<file path="src/rtl/b32d_pkg.sv">
`default_nettype none
package b32d_pkg;

  localparam int MaxOutBits = 1024;
  localparam int CntW = 11;

  typedef enum logic [1:0] {
    KindEnd = 2'd0,
    KindSym = 2'd1,
    KindBad = 2'd2,
    KindSkip = 2'd3
  } kind_e;

  typedef enum logic [1:0] {
    PhCollect = 2'b01,
    PhDrain   = 2'b10
  } phase_e;

  typedef struct packed {
    kind_e      kind;
    logic [4:0] sym;
  } req_t;

  function automatic req_t classify(input logic [7:0] c);
    req_t r;
    r.kind = KindSym;
    r.sym  = 5'd0;
    case (c) inside
      8'h00:                         r.kind = KindEnd;
      [8'h09:8'h0D], 8'h20, 8'h2D:   r.kind = KindSkip;
      [8'h41:8'h48]:                 r.sym = 5'(c - 8'h41);
      [8'h4A:8'h4E]:                 r.sym = 5'(c - 8'h42);
      [8'h50:8'h5A]:                 r.sym = 5'(c - 8'h43);
      [8'h32:8'h39]:                 r.sym = 5'(c - 8'h1A);
      default:                       r.kind = KindBad;
    endcase
    return r;
  endfunction

endpackage
`default_nettype wire

</file>
<file path="src/rtl/b32d_front.sv">
`default_nettype none
module b32d_front (
  input  wire logic           in_valid_i,
  input  wire logic [7:0]     text_char_i,
  input  wire logic           full_i,
  output b32d_pkg::req_t      req_o,
  output logic                push_o,
  output logic                in_stall_o
);

  // whitespace and '-' are dropped here and never reach the queue
  assign req_o      = b32d_pkg::classify(text_char_i);
  assign in_stall_o = full_i;
  assign push_o     = in_valid_i && !full_i && (req_o.kind != b32d_pkg::KindSkip);

endmodule
`default_nettype wire

</file>
<file path="src/rtl/b32d_queue.sv">
`default_nettype none
module b32d_queue (
  input  wire logic           clk_i,
  input  wire logic           rst_ni,
  input  wire logic           push_i,
  input  wire b32d_pkg::req_t req_i,
  input  wire logic           pop_i,
  output logic                valid_o,
  output logic                full_o,
  output b32d_pkg::req_t      req_o
);

  b32d_pkg::req_t mem_q [2];
  logic       wr_ptr_q, wr_ptr_d;
  logic       rd_ptr_q, rd_ptr_d;
  logic [1:0] count_q, count_d;
  logic       do_push, do_pop;

  assign valid_o = (count_q != 2'd0);
  assign full_o  = (count_q == 2'd2);
  assign req_o   = mem_q[rd_ptr_q];
  assign do_push = push_i && !full_o;
  assign do_pop  = pop_i && valid_o;

  always_comb begin
    wr_ptr_d = wr_ptr_q ^ do_push;
    rd_ptr_d = rd_ptr_q ^ do_pop;
    count_d  = count_q + {1'b0, do_push} - {1'b0, do_pop};
  end

  always_ff @(posedge clk_i or negedge rst_ni) begin
    if (!rst_ni) begin
      wr_ptr_q <= 1'b0;
      rd_ptr_q <= 1'b0;
      count_q  <= 2'd0;
    end else begin
      wr_ptr_q <= wr_ptr_d;
      rd_ptr_q <= rd_ptr_d;
      count_q  <= count_d;
    end
  end

  always_ff @(posedge clk_i) begin
    if (do_push) begin
      mem_q[wr_ptr_q] <= req_i;
    end
  end

endmodule
`default_nettype wire

</file>
<file path="src/rtl/b32d_back.sv">
`default_nettype none
module b32d_back (
  input  wire logic                         clk_i,
  input  wire logic                         rst_ni,
  input  wire logic                         cfg_we_i,
  input  wire logic [b32d_pkg::CntW-1:0]    cfg_wdata_i,
  input  wire logic                         q_valid_i,
  input  wire b32d_pkg::req_t               q_req_i,
  output logic                              pop_o,
  output logic                              out_valid_o,
  input  wire logic                         out_stall_i,
  output logic [7:0]                        data_byte_o,
  output logic                              byte_valid_o,
  output logic [6:0]                        byte_index_o,
  output logic                              finished_o,
  output logic                              decode_error_o,
  output logic [b32d_pkg::CntW-1:0]         total_bits_o
);

  localparam int W = b32d_pkg::CntW;
  localparam logic [W-1:0] MaxLim = W'(b32d_pkg::MaxOutBits);

  logic [W-1:0]      limit_q;
  logic [7:0]        partial_q, partial_d;
  logic [2:0]        bits_q, bits_d;
  logic [W-1:0]      total_q, total_d;
  b32d_pkg::phase_e  phase_q, phase_d;

  logic              out_valid_q;
  logic [7:0]        data_q, data_d;
  logic              bvalid_q, bvalid_d;
  logic [6:0]        index_q, index_d;
  logic              fin_q, fin_d;
  logic              err_q, err_d;
  logic [W-1:0]      otot_q, otot_d;
  logic              emit;

  logic [W-1:0]      lim, rem;
  logic [2:0]        sbits;
  logic [4:0]        symv;
  logic [15:0]       acc;
  logic [3:0]        n;
  logic              take;

  assign take  = !out_valid_q || !out_stall_i;
  assign pop_o = q_valid_i && take;

  always_comb begin
    lim   = (limit_q > MaxLim) ? MaxLim : limit_q;
    rem   = lim - total_q;
    sbits = (rem > W'(5)) ? 3'd5 : rem[2:0];
    symv  = q_req_i.sym >> (3'd5 - sbits);
    acc   = {partial_q, 8'h00} | (16'(symv) << (5'd16 - 5'(bits_q) - 5'(sbits)));
    n     = 4'(bits_q) + 4'(sbits);

    partial_d = partial_q;
    bits_d    = bits_q;
    total_d   = total_q;
    phase_d   = phase_q;
    emit      = 1'b0;
    data_d    = 8'h00;
    bvalid_d  = 1'b0;
    index_d   = 7'd0;
    fin_d     = 1'b0;
    err_d     = 1'b0;
    otot_d    = total_q;

    case (q_req_i.kind)
      b32d_pkg::KindEnd: begin
        if (phase_q == b32d_pkg::PhCollect) begin
          emit  = 1'b1;
          fin_d = 1'b1;
          if (bits_q != 3'd0) begin
            data_d   = partial_q;
            bvalid_d = 1'b1;
            index_d  = total_q[9:3];
          end
        end
        partial_d = 8'h00;
        bits_d    = 3'd0;
        total_d   = '0;
        phase_d   = b32d_pkg::PhCollect;
      end
      b32d_pkg::KindBad: begin
        if (phase_q == b32d_pkg::PhCollect) begin
          emit    = 1'b1;
          fin_d   = 1'b1;
          err_d   = 1'b1;
          phase_d = b32d_pkg::PhDrain;
        end
      end
      b32d_pkg::KindSym: begin
        if (phase_q == b32d_pkg::PhCollect) begin
          if (total_q >= lim) begin
            emit    = 1'b1;
            fin_d   = 1'b1;
            phase_d = b32d_pkg::PhDrain;
            if (bits_q != 3'd0) begin
              data_d   = partial_q;
              bvalid_d = 1'b1;
              index_d  = total_q[9:3];
            end
          end else begin
            total_d = total_q + W'(sbits);
            if (n >= 4'd8) begin
              emit      = 1'b1;
              data_d    = acc[15:8];
              bvalid_d  = 1'b1;
              index_d   = total_q[9:3];
              otot_d    = total_q + W'(sbits);
              partial_d = acc[7:0];
              bits_d    = 3'(n - 4'd8);
            end else begin
              partial_d = acc[15:8];
              bits_d    = n[2:0];
            end
          end
        end
      end
      default: begin
      end
    endcase
  end

  always_ff @(posedge clk_i or negedge rst_ni) begin
    if (!rst_ni) begin
      limit_q     <= MaxLim;
      partial_q   <= 8'h00;
      bits_q      <= 3'd0;
      total_q     <= '0;
      phase_q     <= b32d_pkg::PhCollect;
      out_valid_q <= 1'b0;
    end else begin
      if (cfg_we_i) begin
        limit_q <= cfg_wdata_i;
      end
      if (pop_o) begin
        partial_q   <= partial_d;
        bits_q      <= bits_d;
        total_q     <= total_d;
        phase_q     <= phase_d;
        out_valid_q <= emit;
      end else if (!out_stall_i) begin
        out_valid_q <= 1'b0;
      end
    end
  end

  always_ff @(posedge clk_i) begin
    if (pop_o && emit) begin
      data_q   <= data_d;
      bvalid_q <= bvalid_d;
      index_q  <= index_d;
      fin_q    <= fin_d;
      err_q    <= err_d;
      otot_q   <= otot_d;
    end
  end

  assign out_valid_o    = out_valid_q;
  assign data_byte_o    = data_q;
  assign byte_valid_o   = bvalid_q;
  assign byte_index_o   = index_q;
  assign finished_o     = fin_q;
  assign decode_error_o = err_q;
  assign total_bits_o   = otot_q;

endmodule
`default_nettype wire

</file>
<file path="src/rtl/base32_text_decoder.sv">
`default_nettype none
// A character is registered in the queue, then its result in the back end.
// Throughput: one character per cycle while out_stall_i is low, set by the
// two-entry queue and the back end pack step; whitespace causes no result.
// Reset (rst_ni low, asynchronous): queue empty, output empty, string state
// cleared, bit limit back to 1024.
module base32_text_decoder (
  input  wire logic                        clk_i,
  input  wire logic                        rst_ni,
  input  wire logic                        cfg_we_i,
  input  wire logic [b32d_pkg::CntW-1:0]   cfg_wdata_i,
  input  wire logic                        in_valid_i,
  output logic                             in_stall_o,
  input  wire logic [7:0]                  text_char_i,
  output logic                             out_valid_o,
  input  wire logic                        out_stall_i,
  output logic [7:0]                       data_byte_o,
  output logic                             byte_valid_o,
  output logic [6:0]                       byte_index_o,
  output logic                             finished_o,
  output logic                             decode_error_o,
  output logic [b32d_pkg::CntW-1:0]        total_bits_o,
  output logic                             last_o
);

  b32d_pkg::req_t front_req, q_req;
  logic           push, full, q_valid, pop;

  b32d_front u_front (
    .in_valid_i  (in_valid_i),
    .text_char_i (text_char_i),
    .full_i      (full),
    .req_o       (front_req),
    .push_o      (push),
    .in_stall_o  (in_stall_o)
  );

  b32d_queue u_queue (
    .clk_i   (clk_i),
    .rst_ni  (rst_ni),
    .push_i  (push),
    .req_i   (front_req),
    .pop_i   (pop),
    .valid_o (q_valid),
    .full_o  (full),
    .req_o   (q_req)
  );

  b32d_back u_back (
    .clk_i          (clk_i),
    .rst_ni         (rst_ni),
    .cfg_we_i       (cfg_we_i),
    .cfg_wdata_i    (cfg_wdata_i),
    .q_valid_i      (q_valid),
    .q_req_i        (q_req),
    .pop_o          (pop),
    .out_valid_o    (out_valid_o),
    .out_stall_i    (out_stall_i),
    .data_byte_o    (data_byte_o),
    .byte_valid_o   (byte_valid_o),
    .byte_index_o   (byte_index_o),
    .finished_o     (finished_o),
    .decode_error_o (decode_error_o),
    .total_bits_o   (total_bits_o)
  );

  // one result per character at most
  assign last_o = 1'b1;

endmodule
`default_nettype wire

</file>
<file path="config.mk">
export PLATFORM = sky130hd
export DESIGN_NAME = base32_text_decoder
export DESIGN_NICKNAME = d
export VERILOG_FILES = /design/src/rtl/b32d_pkg.sv /design/src/rtl/b32d_front.sv /design/src/rtl/b32d_queue.sv /design/src/rtl/b32d_back.sv /design/src/rtl/base32_text_decoder.sv
export SDC_FILE = /design/constraint.sdc
export NUM_CORES = 1
export LEC_CHECK = 0
export ABC_CLOCK_PERIOD_IN_PS = 9100
export BUFFER_PORTS_ARGS = -buffer_cell sky130_fd_sc_hd__buf_2
export CAP_MARGIN = 40
export CORE_AREA = 2 2 123 125
export CTS_BUF_LIST = sky130_fd_sc_hd__clkbuf_16
export DETAILED_ROUTE_END_ITERATION = 10
export DIE_AREA = 0 0 125 127
export GPL_TIMING_DRIVEN = 0
export PLACE_DENSITY = 0.64
export SLEW_MARGIN = 0
export SYNTH_ARGS = -nofsm -noshare
export SYNTH_HDL_FRONTEND = slang
export SYNTH_SLANG_ARGS = --single-unit
</file>
<file path="constraint.sdc">
create_clock -name clk_i -period 9.1 [get_ports clk_i]
set_input_delay 1.365 -clock clk_i [delete_from_list [all_inputs] [get_ports clk_i]]
set_output_delay 1.365 -clock clk_i [all_outputs]
set_load 0.02 [all_outputs]
</file>
After elaboration in Yosys (flattened, before gate mapping)
Memories as Yosys holds them, arrays and structs flattened.
Index checks and enable logic that the tools add are counted.

word-level totals
  register bits = 69
  input bits = 24
  bits in writable memories = 14
  memories = 1
  output and inout bits = 32

operators by class
  reductions and logical operators = 25
  add/subtract/negate cells = 13
  mux-type cells = 62
  bitwise operators = 3
  eq/ne operators = 12
  order comparisons = 14
  shifts and indexed selects = 2

memories
  memory         words  width  read ports  clocked after memory_dff  wr ports  line              source
  u_queue.mem_q  2      7      1           0                         1         b32d_queue.sv:13  b32d_pkg::req_t mem_q [2];

operator list
  kind                                                                               number
  11-bit two-way mux                                                                 7
  8-bit two-way mux                                                                  8
  7-bit two-way mux                                                                  5
  8-bit one-hot mux with 2 select lines                                              2
  5-bit two-way mux                                                                  6
  8-bit by 7-bit >= comparator with 1-bit output (second input constant)             3
  8-bit by 7-bit less-or-equal comparator with 1-bit output (second input constant)  3
  11-bit one-hot mux with 2 select lines                                             1
  2-bit two-way mux                                                                  9
  8-bit by 6-bit equality test with 1-bit output (second input constant)             2
  16-bit bitwise OR                                                                  1
  5-bit by 5-bit left shift with 16-bit output                                       1
  1-bit two-way mux                                                                  14
  7-bit one-hot mux with 2 select lines                                              1
  3-bit two-way mux                                                                  4
  11-bit by 3-bit adder with 11-bit output                                           1
  11-bit >= comparator                                                               1
  11-bit greater-than comparator (second input constant)                             1
  11-bit by 3-bit greater-than comparator with 1-bit output (second input constant)  1
  1-bit logical AND                                                                  11
  11-bit subtractor                                                                  1
  5-bit by 2-bit subtractor with 5-bit output (second input constant)                2
  8-bit by 4-bit >= comparator with 1-bit output (second input constant)             1
  8-bit by 6-bit >= comparator with 1-bit output (second input constant)             1
  31 further kinds                                                                   44

Longest topological paths before layout
Gate-level depths: netlist of the first run.

  depth in word-level cells = 13
  depth in mapped cells = 23
  gate-level depth less buffers = 21

By module
From an unflattened synthesis of the first run, not the netlist that was laid out.

unflattened totals
  cell total of the unflattened synthesis = 596
  area total of the unflattened synthesis = 5,850.6 um^2

modules (own cells, without submodules)
  module               cells each  instances  area each (um^2)
  b32d_back            476         1          4,490.6
  b32d_queue           42          1          759.5
  b32d_front           76          1          589.3
  base32_text_decoder  2           1          11.3

Worst setup path after synthesis of the first run
OpenSTA, ideal clock, no wires.

  path type = reg-to-reg
  start = reg u_back.limit_q[10]
  end = reg u_back.index_q[0] (netlist: u_back.byte_index_o[0]), enable pin
  arrival time = 6.567 ns
  setup slack = 2.041 ns
  stages on the path, launching flop included = 19
  clock period less this slack = 7.059 ns
  path buffers = 2
  data required time = 8.608 ns
  cell sequence = dfstp_2 -> clkbuf_1 -> nand2b_1 -> inv_1 -> ha_1 -> nor2b_1 -> o21bai_1 -> nand3_1 -> a211o_1 -> a221o_1 -> buf_2 -> or3_1 -> inv_1 -> ha_1 -> a21o_1 -> a21o_1 -> a211o_1 -> a21oi_1 -> nor4_1

on the way
  word-level cells in the longest chain between the ends = 12
  elaborated cells between the ends (all ways) = 13
  those cells by class = add/sub (2); order compare (4); mux (6); reduce/logical (1)

ends and longest elaborated chain
  item                                                       line              source
  start: declaration                                         b32d_back.sv:23   logic [W-1:0] limit_q;
  start signal: assignment                                   b32d_back.sv:127  limit_q <= MaxLim;
  start signal: assignment                                   b32d_back.sv:135  limit_q <= cfg_wdata_i;
  11-bit greater-than comparator                             b32d_back.sv:49   lim = (limit_q > MaxLim) ? MaxLim : limit_q;
  11-bit two-way mux (*)                                     b32d_back.sv:49
  11-bit subtractor                                          b32d_back.sv:50   rem = lim - total_q;
  11-bit by 3-bit greater-than comparator with 1-bit output  b32d_back.sv:51   sbits = (rem > W'(5)) ? 3'd5 : rem[2:0];
  3-bit two-way mux                                          b32d_back.sv:51
  3-bit by 3-bit adder with 4-bit output                     b32d_back.sv:54   n = 4'(bits_q) + 4'(sbits);
  4-bit >= comparator                                        b32d_back.sv:105  if (n >= 4'd8) begin
  1-bit two-way mux                                          b32d_back.sv:105
  1-bit two-way mux (*)                                      b32d_back.sv:94   if (total_q >= lim) begin
  1-bit two-way mux (*)                                      b32d_back.sv:93   if (phase_q == b32d_pkg::PhCollect) begin
  1-bit one-hot mux with 2 select lines (*)                  b32d_back.sv:68   case (q_req_i.kind)
  1-bit logical AND (*)                                      b32d_back.sv:150  if (pop_o && emit) begin
  end signal: assignment                                     b32d_back.sv:153  index_q <= index_d;
  end: declaration                                           b32d_back.sv:32   logic [6:0] index_q, index_d;

Mark *: on every way between the ends. The rest lies on a longest branch, timed or not.
A chain may end at the register's enable or synchronous reset.

Final worst setup path of the first run
  start = reg u_back.limit_q[10]
  end = reg u_back.partial_q[0]

on the way
  word-level cells in the longest chain between the ends = 13
  elaborated cells between the ends (all ways) = 19
  those cells by class = add/sub (4); order compare (4); eq/ne (1); shift (2); mux (6); bitwise (1); reduce/logical (1)

ends and longest elaborated chain
  item                                                       line              source
  11-bit greater-than comparator                             b32d_back.sv:49
  11-bit two-way mux (*)                                     b32d_back.sv:49
  11-bit subtractor                                          b32d_back.sv:50
  11-bit by 3-bit greater-than comparator with 1-bit output  b32d_back.sv:51
  3-bit two-way mux                                          b32d_back.sv:51
  3-bit subtractor                                           b32d_back.sv:52   symv = q_req_i.sym >> (3'd5 - sbits);
  5-bit by 3-bit >> shifter with 5-bit output                b32d_back.sv:52
  5-bit by 5-bit left shift with 16-bit output               b32d_back.sv:53   acc = {partial_q, 8'h00} | (16'(symv) << (5'd16 - 5'(bits_q) - 5'(sbits)));
  16-bit bitwise OR                                          b32d_back.sv:53
  8-bit two-way mux                                          b32d_back.sv:105
  8-bit two-way mux                                          b32d_back.sv:94
  8-bit two-way mux                                          b32d_back.sv:93
  8-bit one-hot mux with 2 select lines                      b32d_back.sv:68
  end signal: assignment                                     b32d_back.sv:138  partial_q <= partial_d;
  end: declaration                                           b32d_back.sv:24   logic [7:0] partial_q, partial_d;

Mark *: on every way between the ends. The rest lies on a longest branch, timed or not. The select of a mux whose other input is x is not followed.

==> results of run 1 <==
[kinds of logic (layout without fill, tap and decap cells)]
logic type / after synthesis / after routing / share of synthesized area
other cells: 1 / 1 / 0.0006535
compound gates: 176 / 176 / 0.2165
buf+inv: 73 / 148 / 0.04972
flops: 83 / 83 / 0.3999
mux: 24 / 24 / 0.04514
fa+ha+maj: 41 / 41 / 0.09464
simple gates: 180 / 180 / 0.1659
xor+xnor: 18 / 18 / 0.02747
[layout make-up]
| type | count | area [um^2] | area share |
|---|---|---|---|
| Buffer | 26 | 108.9 | 0.01644 |
| Clock buffer | 9 | 225.2 | 0.03401 |
| Clock inverter | 7 | 105.1 | 0.01587 |
| Inverter | 47 | 176.4 | 0.02664 |
| Multi-Input combinational cell | 440 | 3164 | 0.4778 |
| Sequential cell | 83 | 2295 | 0.3465 |
| Tap cell | 184 | 230.2 | 0.03476 |
| Timing Repair Buffer | 59 | 317.8 | 0.04799 |
[metrics by stage]
stage | setup slack, ns | util | hold WS [ns] | power (W) | instances
global route | 2.354 | 0.4591 | 0.5088 | 0.001888 | 855
finish | 2.794 | 0.4591 | 0.4917 | 0.001758 | 855
CTS | 2.778 | 0.4586 | 0.4912 | 0.001764 | 854
detailed placement | 2.818 | 0.4357 | 0.4818 | 0.001350 | 838
global placement | 0.3542 | 0.4318 | 0.4728 | 0.001327 | 832
floorplan | 2.041 | - | 0.4541 | 0.001139 | 596
[cells in the mapped netlist, drive strengths merged (7+ instances only)]
library cell  number
mux2              15
and2              14
dfrtp             38
xnor2             12
a211oi             8
inv               47
nand2             44
nor3              12
nor2b             17
a21oi             37
ha                37
buf                9
mux2i              9
or3               10
nand3             13
nand4              7
o31ai             10
o21ai             44
nor2              32
clkbuf            17
edfxtp            43
[flip-flops by register name (all words and copies together) (netlist names)]
signal / flops
u_back.total_q: 11
u_queue.wr_ptr_q: 1
u_back.partial_q: 8
u_queue.mem_q: 14
u_back.limit_q: 11
u_back.phase_q: 2
u_queue.rd_ptr_q: 1
u_queue.count_q: 2
u_back.data_byte_o: 8
u_back.decode_error_o: 1
u_back.bits_q: 3
u_back.out_valid_o: 1
u_back.total_bits_o: 11
u_back.byte_index_o: 7
u_back.byte_valid_o: 1
u_back.finished_o: 1
[worst paths after layout]
check,start,end,slack (ns),cells after the start
max,u_back.limit_q[10],u_back.partial_q[0],2.79,22
min,u_back.phase_q[0],u_back.phase_q[0],0.49,2
max reg2reg,u_back.limit_q[10],u_back.partial_q[0],2.79,22
min reg2reg,u_back.phase_q[0],u_back.phase_q[0],0.49,2
max in group asynchronous,rst_ni,u_back.phase_q[0],7.59,2
min in group asynchronous,rst_ni,u_back.total_q[6],0.94,1
[metal layers]
metal	track usage	wire length, um	vias up
met5	0	0	-
met4	0.06013	278	0
met3	0.03183	619	19
met2	0.2890	6531	113
met1	0.2267	6096	2228
li1	-	-	2343
[worst register-to-register path, cell delays in order, from the launching register on]
cell and delay, ns:
dfstp_2 0.54, clkbuf_1 0.35, nor2b_1 0.11, ha_1 0.37, nor2b_4 0.17, o31ai_2 0.40
a32oi_1 0.18, xor2_1 0.21, a221o_1 0.35, buf_2 0.20, or3_1 0.45, inv_1 0.15
ha_1 0.25, inv_1 0.06, ha_1 0.15, inv_1 0.06, fa_1 0.48, clkbuf_1 0.34
inv_1 0.17, or2_2 0.36, or4_1 0.44, and4b_1 0.22, o31ai_2 0.21
[power groups by stage]
stage / clock [W] / combinational (W) / sequential (W)
2_1_floorplan: 0 / 0.000574 / 0.000565
3_3_place_gp: 0 / 0.000791 / 0.000536
3_5_place_dp: 0 / 0.000813 / 0.000537
4_1_cts: 0.000415 / 0.000820 / 0.000529
5_1_grt: 0.000432 / 0.000917 / 0.000538
6_report: 0.000407 / 0.000822 / 0.000529
==> impl_metrics.toml, run 1 <==
[run_status]
status = "completed"

[logic_synthesis]
yosysTopAreaCellShare = 0.2250
async_reset_ff_frac = 0.4819
yosys.area.top_type = "edfxtp_1"
synth_seq_cells = 83
synth-edff-count = 43
avgSynthCellArea_um2 = 9.628
yosys.cell_types.count = 79
synthCells = 596
synth_seq_area_share = 0.3999
synth-main-ff-cell = "edfxtp_1"
ys_top_cells_by_area = "edfxtp_1 23%, dfrtp_1 17%, ha_1 8.1%, o21ai_0 3.6%, a21oi_1 3.2%"
synth_warnings = 0
synthesis.nets = 661
synth_area_mm2 = 0.005738

[finish]
nets = 731
antennaDiodeCount = 0
n_fill_cell = 1376
final_cell_mix = "61 x buf_2, 47 x inv_1, 44 x nand2_1"
fin_area_mm2 = 0.006623
drive_gt1_frac = 0.1759
area_growth_pct = 15.42
layout_commonest_cell = "buf_2"

[hold_path]
hold_class = "register to register"

[global_routing]
grtUsageTotal = 0.1728
grt_antenna_before_repair = 0
grt_overflow = 0
grt_max_degree = 25
grt_pass1_vias = 4576
grt_pass1_wl_mm = 22.43

[clock_network]
clk_path_buf_depth = 2
cts-root-buf = "clkbuf_16"
postCtsSetupBuffers = 0
hold_buffers = 0
cts_resized = 0
worstSkewPairLatency_ns = 0.35
cts_tree = "built"
path_clk_slew_ns = 0.06
clock-sinks = 83
cts_made_buffers = 9
htree_levels = 3

[worst_setup_path]
required_ns = 9.35
path_cells = "clkbuf_1 -> nor2b_1 -> ha_1 -> nor2b_4 -> o31ai_2 -> a32oi_1 -> xor2_1 -> a221o_1 -> buf_2 -> or3_1 -> inv_1 -> ha_1 -> inv_1 -> ha_1 -> inv_1 -> fa_1 -> clkbuf_1 -> inv_1 -> or2_2 -> or4_1 -> and4b_1 -> o31ai_2"
path_delay_family = "simple AND/OR/NAND/NOR gates"
crit_path_end_kind = "register"
cp_common_cell = "inv_1"
arrival_ns = 6.56
crit_path_max_fanout = 10
crit_type = "register to register"
slowest_stage = "dfstp_2"
slowest_delay_ns = 0.54
cp.buffers_inverters = 7
start_kind = "register"

[timing]
max_clock_freq_mhz = 158.6
fin_crit_sh = 0.6929
rsz0062_at_grt = "no"
timing.final.max_slew_violations = 0
relSlewSlack = 0.4210
finalSetupViolCount = 0
fin_skew_ns = 0.008417
tns_ns = 0
period_minus_slack_ns = 6.306
final-hold-violation-count = 0
tightest_slew_ns = 0.8627

[detailed_routing]
wire_per_inst_um = 15.82
via_per_inst = 5.501
num_vias = 4703
drc = 0
dr.pass1.iters = 5
drtIter0Drc = 366
drt-total-wl_mm = 13.53
antenna_left = 0

[power_and_ir_drop]
p_per_area_mw_per_mm2 = 265.5
p_seq_frac = 0.301
swShare = 0.4112
leakage_nw = 2.664
ir_worst_vdd_v = 0.0001327
intPower_w = 0.001035
switchingPower_w = 0.0007230
pwr-share-comb = 0.468
power.share.clock = 0.232

[floorplanning]
start_util = 0.3978
rows = 44
io_pins = 56
core_area_mm2 = 0.01442
die_y_um = 127
die_area_mm2 = 0.01588
die_x_um = 125

[placement]
port_buffers = 52
dp_hpwl_mm = 10.40
gp_congestion = 0.9151
placed_area_mm2 = 0.006285

[run]
drv_cap = 0
Power figures use the tool's default switching activity.
==> run 2, diff against run 1 <==
--- a/config.mk
+++ b/config.mk
@@ -5,7 +5,7 @@
 export SDC_FILE = /design/constraint.sdc
 export NUM_CORES = 1
 export LEC_CHECK = 0
-export ABC_CLOCK_PERIOD_IN_PS = 9100
+export ABC_CLOCK_PERIOD_IN_PS = 5800
 export BUFFER_PORTS_ARGS = -buffer_cell sky130_fd_sc_hd__buf_2
 export CAP_MARGIN = 40
 export CORE_AREA = 2 2 123 125
@@ -13,7 +13,7 @@
 export DETAILED_ROUTE_END_ITERATION = 10
 export DIE_AREA = 0 0 125 127
 export GPL_TIMING_DRIVEN = 0
-export PLACE_DENSITY = 0.64
+export PLACE_DENSITY = 0.66
 export SLEW_MARGIN = 0
 export SYNTH_ARGS = -nofsm -noshare
 export SYNTH_HDL_FRONTEND = slang
==> constraint.sdc (replaced) <==
create_clock -name clk_i -period 5.8 [get_ports clk_i]
set_input_delay 0.87 -clock clk_i [delete_from_list [all_inputs] [get_ports clk_i]]
set_output_delay 0.87 -clock clk_i [all_outputs]
set_load 0.02 [all_outputs]
==> run 2 against run 1 <==
Cell count is 0.12% lower. Total power is 62% higher. Routed wire length is 1.9% higher. Setup slack worse by 2.6 ns.
==> impl_metrics.toml, run 2 (synthesis results as in run 1) <==
[run_status]
status = "completed"

[floorplanning]
core_area_mm2 = 0.01442
die_area_mm2 = 0.01588
die_y_um = 127
rows = 44
start_util = 0.3978
die_x_um = 125
io_pins = 56

[finish]
top_register = "u_queue.mem_q"
drive_gt1_frac = 0.1940
fin_area_mm2 = 0.006729
antennaDiodeCount = 0
instances_no_fill = 854
area_growth_pct = 17.27
nets = 730
final_cell_mix = "59 x buf_2, 46 x inv_1, 44 x nand2_1"
fin_util = 0.4665
largest_reg_flops = 14
layout_commonest_cell = "buf_2"

[worst_setup_path]
start_kind = "register"
crit_type = "register to register"
crit_start = "u_back.limit_q[10]"
crit_path_end_kind = "register"
path_delay_family = "simple AND/OR/NAND/NOR gates"
r2r_start = "u_back.limit_q[10]"
cp_common_cell = "ha_1"
cp.buffers_inverters = 5
required_ns = 6.05
arrival_ns = 5.83
r2r_slack_ns = 0.22
crit_path_max_fanout = 10
slowest_delay_ns = 0.55
path_cells = "buf_6 -> nor2b_1 -> ha_1 -> nor2b_4 -> o21ai_2 -> nor3b_2 -> o21ai_0 -> a221o_1 -> clkbuf_4 -> or3_4 -> inv_2 -> ha_1 -> inv_1 -> ha_1 -> inv_1 -> fa_2 -> mux2_4 -> or2_2 -> or4_4 -> and4b_1 -> o31ai_2"
slowest_stage = "dfstp_2"

[timing]
tightest_slew_ns = 0.9384
fin_skew_ns = 0.008995
finalSetupViolCount = 0
tns_ns = 0
fin_crit_sh = 0.9628
rsz0062_at_grt = "no"
final-hold-violation-count = 0
period_minus_slack_ns = 5.584
relSlewSlack = 0.3702
timing.final.max_slew_violations = 0
max_clock_freq_mhz = 179.1

[global_routing]
grt_pass1_vias = 4682
grt_max_degree = 28
grt_overflow = 0
grt_antenna_before_repair = 0
grtUsageTotal = 0.1772
grt_pass1_wl_mm = 22.96

[hold_path]
hold_class = "input pin to async pin"

[detailed_routing]
num_vias = 4792
drt-total-wl_mm = 13.79
dr.pass1.iters = 5
antenna_left = 0
drtIter0Drc = 407
wire_per_inst_um = 16.14
drc = 0
via_per_inst = 5.611

[clock_network]
cts-root-buf = "clkbuf_16"
worstSkewPairLatency_ns = 0.35
htree_levels = 3
hold_buffers = 0
clk_path_buf_depth = 2
cts_tree = "built"
cts_made_buffers = 9
clock-sinks = 83
path_clk_slew_ns = 0.07

[power_and_ir_drop]
p_per_area_mw_per_mm2 = 422.6
pwr-share-comb = 0.472
switchingPower_w = 0.001153
intPower_w = 0.001690
power_w = 0.002844
ir_worst_vdd_v = 0.0001811
power.share.clock = 0.236
swShare = 0.4056
p_seq_frac = 0.292
leakage_nw = 2.695

[placement]
placed_area_mm2 = 0.006296
gp_congestion = 0.9377
dpl.cell_count = 837
port_buffers = 52
dp_hpwl_mm = 10.72

[run]
drv_cap = 0
==> run 2: per-stage QoR <==
stage | setup WS (ns) | hold WS, ns
floorplan | 0.2184 | 0.4541
global placement | -0.4774 | 0.4707
detailed placement | -0.5750 | 0.4858
CTS | 0.009025 | 0.4417
global route | 0.01164 | 0.4507
finish | 0.2157 | 0.4379
==> run 2: power by group through the flow <==
stage          sequential, W  clock, W  combinational (W)
5_1_grt             0.000845  0.000708            0.00150
4_1_cts             0.000830  0.000682            0.00132
3_3_place_gp        0.000837         0            0.00125
3_5_place_dp        0.000841         0            0.00130
2_1_floorplan       0.000884         0           0.000911
6_report            0.000831  0.000670            0.00134
==> run 2: final cells by class <==
type,instances,area (um^2)
clock inverters,7,122.6
plain buffers,24,111.4
fillers,1390,7695
clock buffers,9,225.2
flip-flops and latches,83,2295
well taps,184,230.2
multi-input cells,440,3233
repair buffers,60,335.3
inverters,47,176.4
==> run 2: worst register-to-register path: cells and delay by family, from the launching register on <==
kind            cells  cell delay (ns)
mux                 1             0.34
fa+ha+maj           4             1.19
simple gates        7             1.87
buf+inv             5             0.56
compound gates      4             0.98
flops               1             0.55
==> run 2: path summary, 6_finish.rpt <==
check	depth (start not counted)	endpoint
setup / recovery	21	u_back.partial_q[0]
hold / removal	1	u_back.total_q[6]
setup reg to reg	21	u_back.partial_q[0]
hold reg to reg	1	u_back.limit_q[4]
max in group asynchronous	2	u_back.phase_q[0]
min in group clk_i	1	u_back.limit_q[4]
==> run 2: timing repair <==
item                                    4_1_cts  5_1_grt
pin swaps                                     2        4
setup buffers                                 2        1
endpoints found under the setup margin       11        5
gates resized for setup                       7       10
==> run 2: layer usage <==
metal	part of all wire	track usage	wire length [um]
met4	0.028	0.08366	380
met3	0.048	0.02429	658
met2	0.49	0.3008	6782
met5	0	0	0
met1	0.43	0.2251	5963
==> run 3, diff against run 2 <==
--- a/config.mk
+++ b/config.mk
@@ -8,10 +8,10 @@
 export ABC_CLOCK_PERIOD_IN_PS = 5800
 export BUFFER_PORTS_ARGS = -buffer_cell sky130_fd_sc_hd__buf_2
 export CAP_MARGIN = 40
-export CORE_AREA = 2 2 123 125
+export CORE_AREA = 2 2 173 90
 export CTS_BUF_LIST = sky130_fd_sc_hd__clkbuf_16
 export DETAILED_ROUTE_END_ITERATION = 10
-export DIE_AREA = 0 0 125 127
+export DIE_AREA = 0 0 175 92
 export GPL_TIMING_DRIVEN = 0
 export PLACE_DENSITY = 0.66
 export SLEW_MARGIN = 0
==> run 3 against run 2 <==
Non-clock buffer count grew 3. Via count grew 2.0%. Combinational power grew 6%. Sequential power grew 0.6%. Die area grew 1.4%. Critical path type unchanged.
==> impl_metrics.toml, run 3 (synthesis results as in run 1) <==
[global_routing]
grtUsageMet3 = 0.06343
grt_antenna_before_repair = 0
grt_overflow = 0
grt_max_degree = 32
grtUsageTotal = 0.1973
grt_busiest_layer = "met1"
grt_pass1_wl_mm = 24.56
grt_pass1_vias = 4589
use_met2 = 0.2566
grt_use_met1 = 0.3108

[power_and_ir_drop]
pwr-share-comb = 0.492
swShare = 0.4247
power_w = 0.002892
p_seq_frac = 0.289
intPower_w = 0.001664
p_per_area_mw_per_mm2 = 429.0
leakage_nw = 2.693
ir_worst_vdd_v = 0.0002141
power.share.clock = 0.219
switchingPower_w = 0.001228

[timing]
relSlewSlack = 0.4252
whs_ns = 0.4030
timing.final.max_slew_violations = 0
max_clock_freq_mhz = 179.3
tightest_slew_ns = 0.8532
period_minus_slack_ns = 5.578
fin_crit_sh = 0.9618
fin_skew_ns = 0.006646
rsz0062_at_grt = "no"
final-hold-violation-count = 0
tns_ns = 0
finalSetupViolCount = 0

[clock_network]
cts_made_buffers = 9
htree_levels = 3
cts-root-buf = "clkbuf_16"
hold_buffers = 0
clk_path_buf_depth = 2
clock-sinks = 83
worstSkewPairLatency_ns = 0.35
cts_tree = "built"
path_clk_slew_ns = 0.07

[detailed_routing]
drt-total-wl_mm = 15.21
drc = 0
antenna_left = 0
num_vias = 4889
wire_per_inst_um = 17.35
dr.pass1.iters = 6
via_per_inst = 5.575
drtIter0Drc = 529

[floorplanning]
die_area_mm2 = 0.01610
core_area_mm2 = 0.01485
die_y_um = 92
io_pins = 56
rows = 32
start_util = 0.3863
die_x_um = 175

[worst_setup_path]
arrival_ns = 5.66
crit_path_end_kind = "register"
slowest_delay_ns = 0.59
start_kind = "register"
path_cells = "nand2b_1 -> ha_1 -> fa_1 -> xor2_1 -> o22ai_1 -> nor2_1 -> o211ai_1 -> or3_1 -> clkbuf_1 -> or3_4 -> inv_2 -> ha_1 -> inv_1 -> ha_1 -> inv_1 -> fa_2 -> buf_6 -> nor2_1 -> and2_2 -> a21bo_2 -> nor4bb_2 -> o21ai_1"
reg2reg_to = "u_back.data_byte_o[0]"
required_ns = 5.88
cp_common_cell = "ha_1"
cp.buffers_inverters = 5
crit_path_max_fanout = 7
path_delay_family = "adder cells"
slowest_stage = "fa_2"
crit_type = "register to register"
r2r_start = "u_back.limit_q[10]"
ff2ff_path_depth = 22
r2r_slack_ns = 0.22

[placement]
port_buffers = 52
dp_hpwl_mm = 11.81
gp_congestion = 0.9513
placed_area_mm2 = 0.006329

[finish]
final_cell_mix = "59 x buf_2, 45 x inv_1, 44 x nand2_1"
multi_input_area_mm2 = 0.003219
top_register = "u_queue.mem_q"
drive_gt1_frac = 0.1961
layout_commonest_cell = "buf_2"
register_area_mm2 = 0.002295
antennaDiodeCount = 0
fin_area_mm2 = 0.006743
nets = 733
n_fill_cell = 1395
area_growth_pct = 17.51
largest_reg_flops = 14
fin_util = 0.4539

[run_status]
status = "completed"

[hold_path]
hold_class = "input pin to async pin"

[run]
drv_cap = 0
-- run 3: worst max path at each step --
stage                             from  depth (start not counted)                    end  slack [ns]
floorplan           u_back.limit_q[10]                         23    u_back.partial_q[0]        0.22
global placement    u_back.limit_q[10]                         23    u_back.partial_q[0]       -0.59
detailed placement  u_back.limit_q[10]                         23    u_back.partial_q[0]       -0.65
CTS                 u_back.limit_q[10]                         21    u_back.partial_q[0]        0.01
global route        u_back.limit_q[10]                         22  u_back.data_byte_o[0]       0.007
finish              u_back.limit_q[10]                         22  u_back.data_byte_o[0]        0.22
-- run 3: what timing repair did --
item                                    4_1_cts  5_1_grt
resized for setup                             5       14
cloned                                        0        0
hold endpoints to repair                      0        0
pin swaps                                     2        5
endpoints found under the setup margin       13       12
setup buffers                                 3        2
-- run 3: power groups by stage --
stage | registers [W] | clock network [W] | logic (W)
6_report | 0.000836 | 0.000634 | 0.00142
3_3_place_gp | 0.000841 | 0 | 0.00128
5_1_grt | 0.000850 | 0.000670 | 0.00155
4_1_cts | 0.000834 | 0.000648 | 0.00136
3_5_place_dp | 0.000844 | 0 | 0.00133
2_1_floorplan | 0.000884 | 0 | 0.000911
-- run 3: routing by layer --
| metal | vias to the layer above | wire (um) | part of all wire |
|---|---|---|---|
| met4 | 0 | 122 | 0.0080 |
| met5 | - | 0 | 0 |
| li1 | 2343 | - | - |
| met1 | 2345 | 7895 | 0.52 |
| met2 | 189 | 5799 | 0.38 |
| met3 | 12 | 1395 | 0.092 |
-- run 3: area by class of cell --
| class | instances | area share |
|---|---|---|
| inverter | 47 | 0.02616 |
| clock inverter | 7 | 0.01466 |
| tap | 204 | 0.03785 |
| buffer | 24 | 0.01652 |
| clock buffer | 9 | 0.03340 |
| timing repair buffer | 63 | 0.05363 |
| multi-input combinational | 440 | 0.4775 |
| sequential | 83 | 0.3403 |
-- run 3: worst register-to-register path: stages, from the launching register on --
cell and delay (ns):
dfstp_2 0.38, nand2b_1 0.17, ha_1 0.24, fa_1 0.48, xor2_1 0.41, o22ai_1 0.16, nor2_1 0.13, o211ai_1 0.14
or3_1 0.33, clkbuf_1 0.19, or3_4 0.41, inv_2 0.10, ha_1 0.24, inv_1 0.06, ha_1 0.16, inv_1 0.06
fa_2 0.59, buf_6 0.15, nor2_1 0.09, and2_2 0.24, a21bo_2 0.21, nor4bb_2 0.28, o21ai_1 0.10
-- run 3: metrics by stage --
stage | worst slack (ns) | instances
floorplan | 0.2184 | 596
global placement | -0.5922 | 852
detailed placement | -0.6498 | 858
CTS | 0.01233 | 876
global route | 0.006813 | 877
finish | 0.2217 | 877
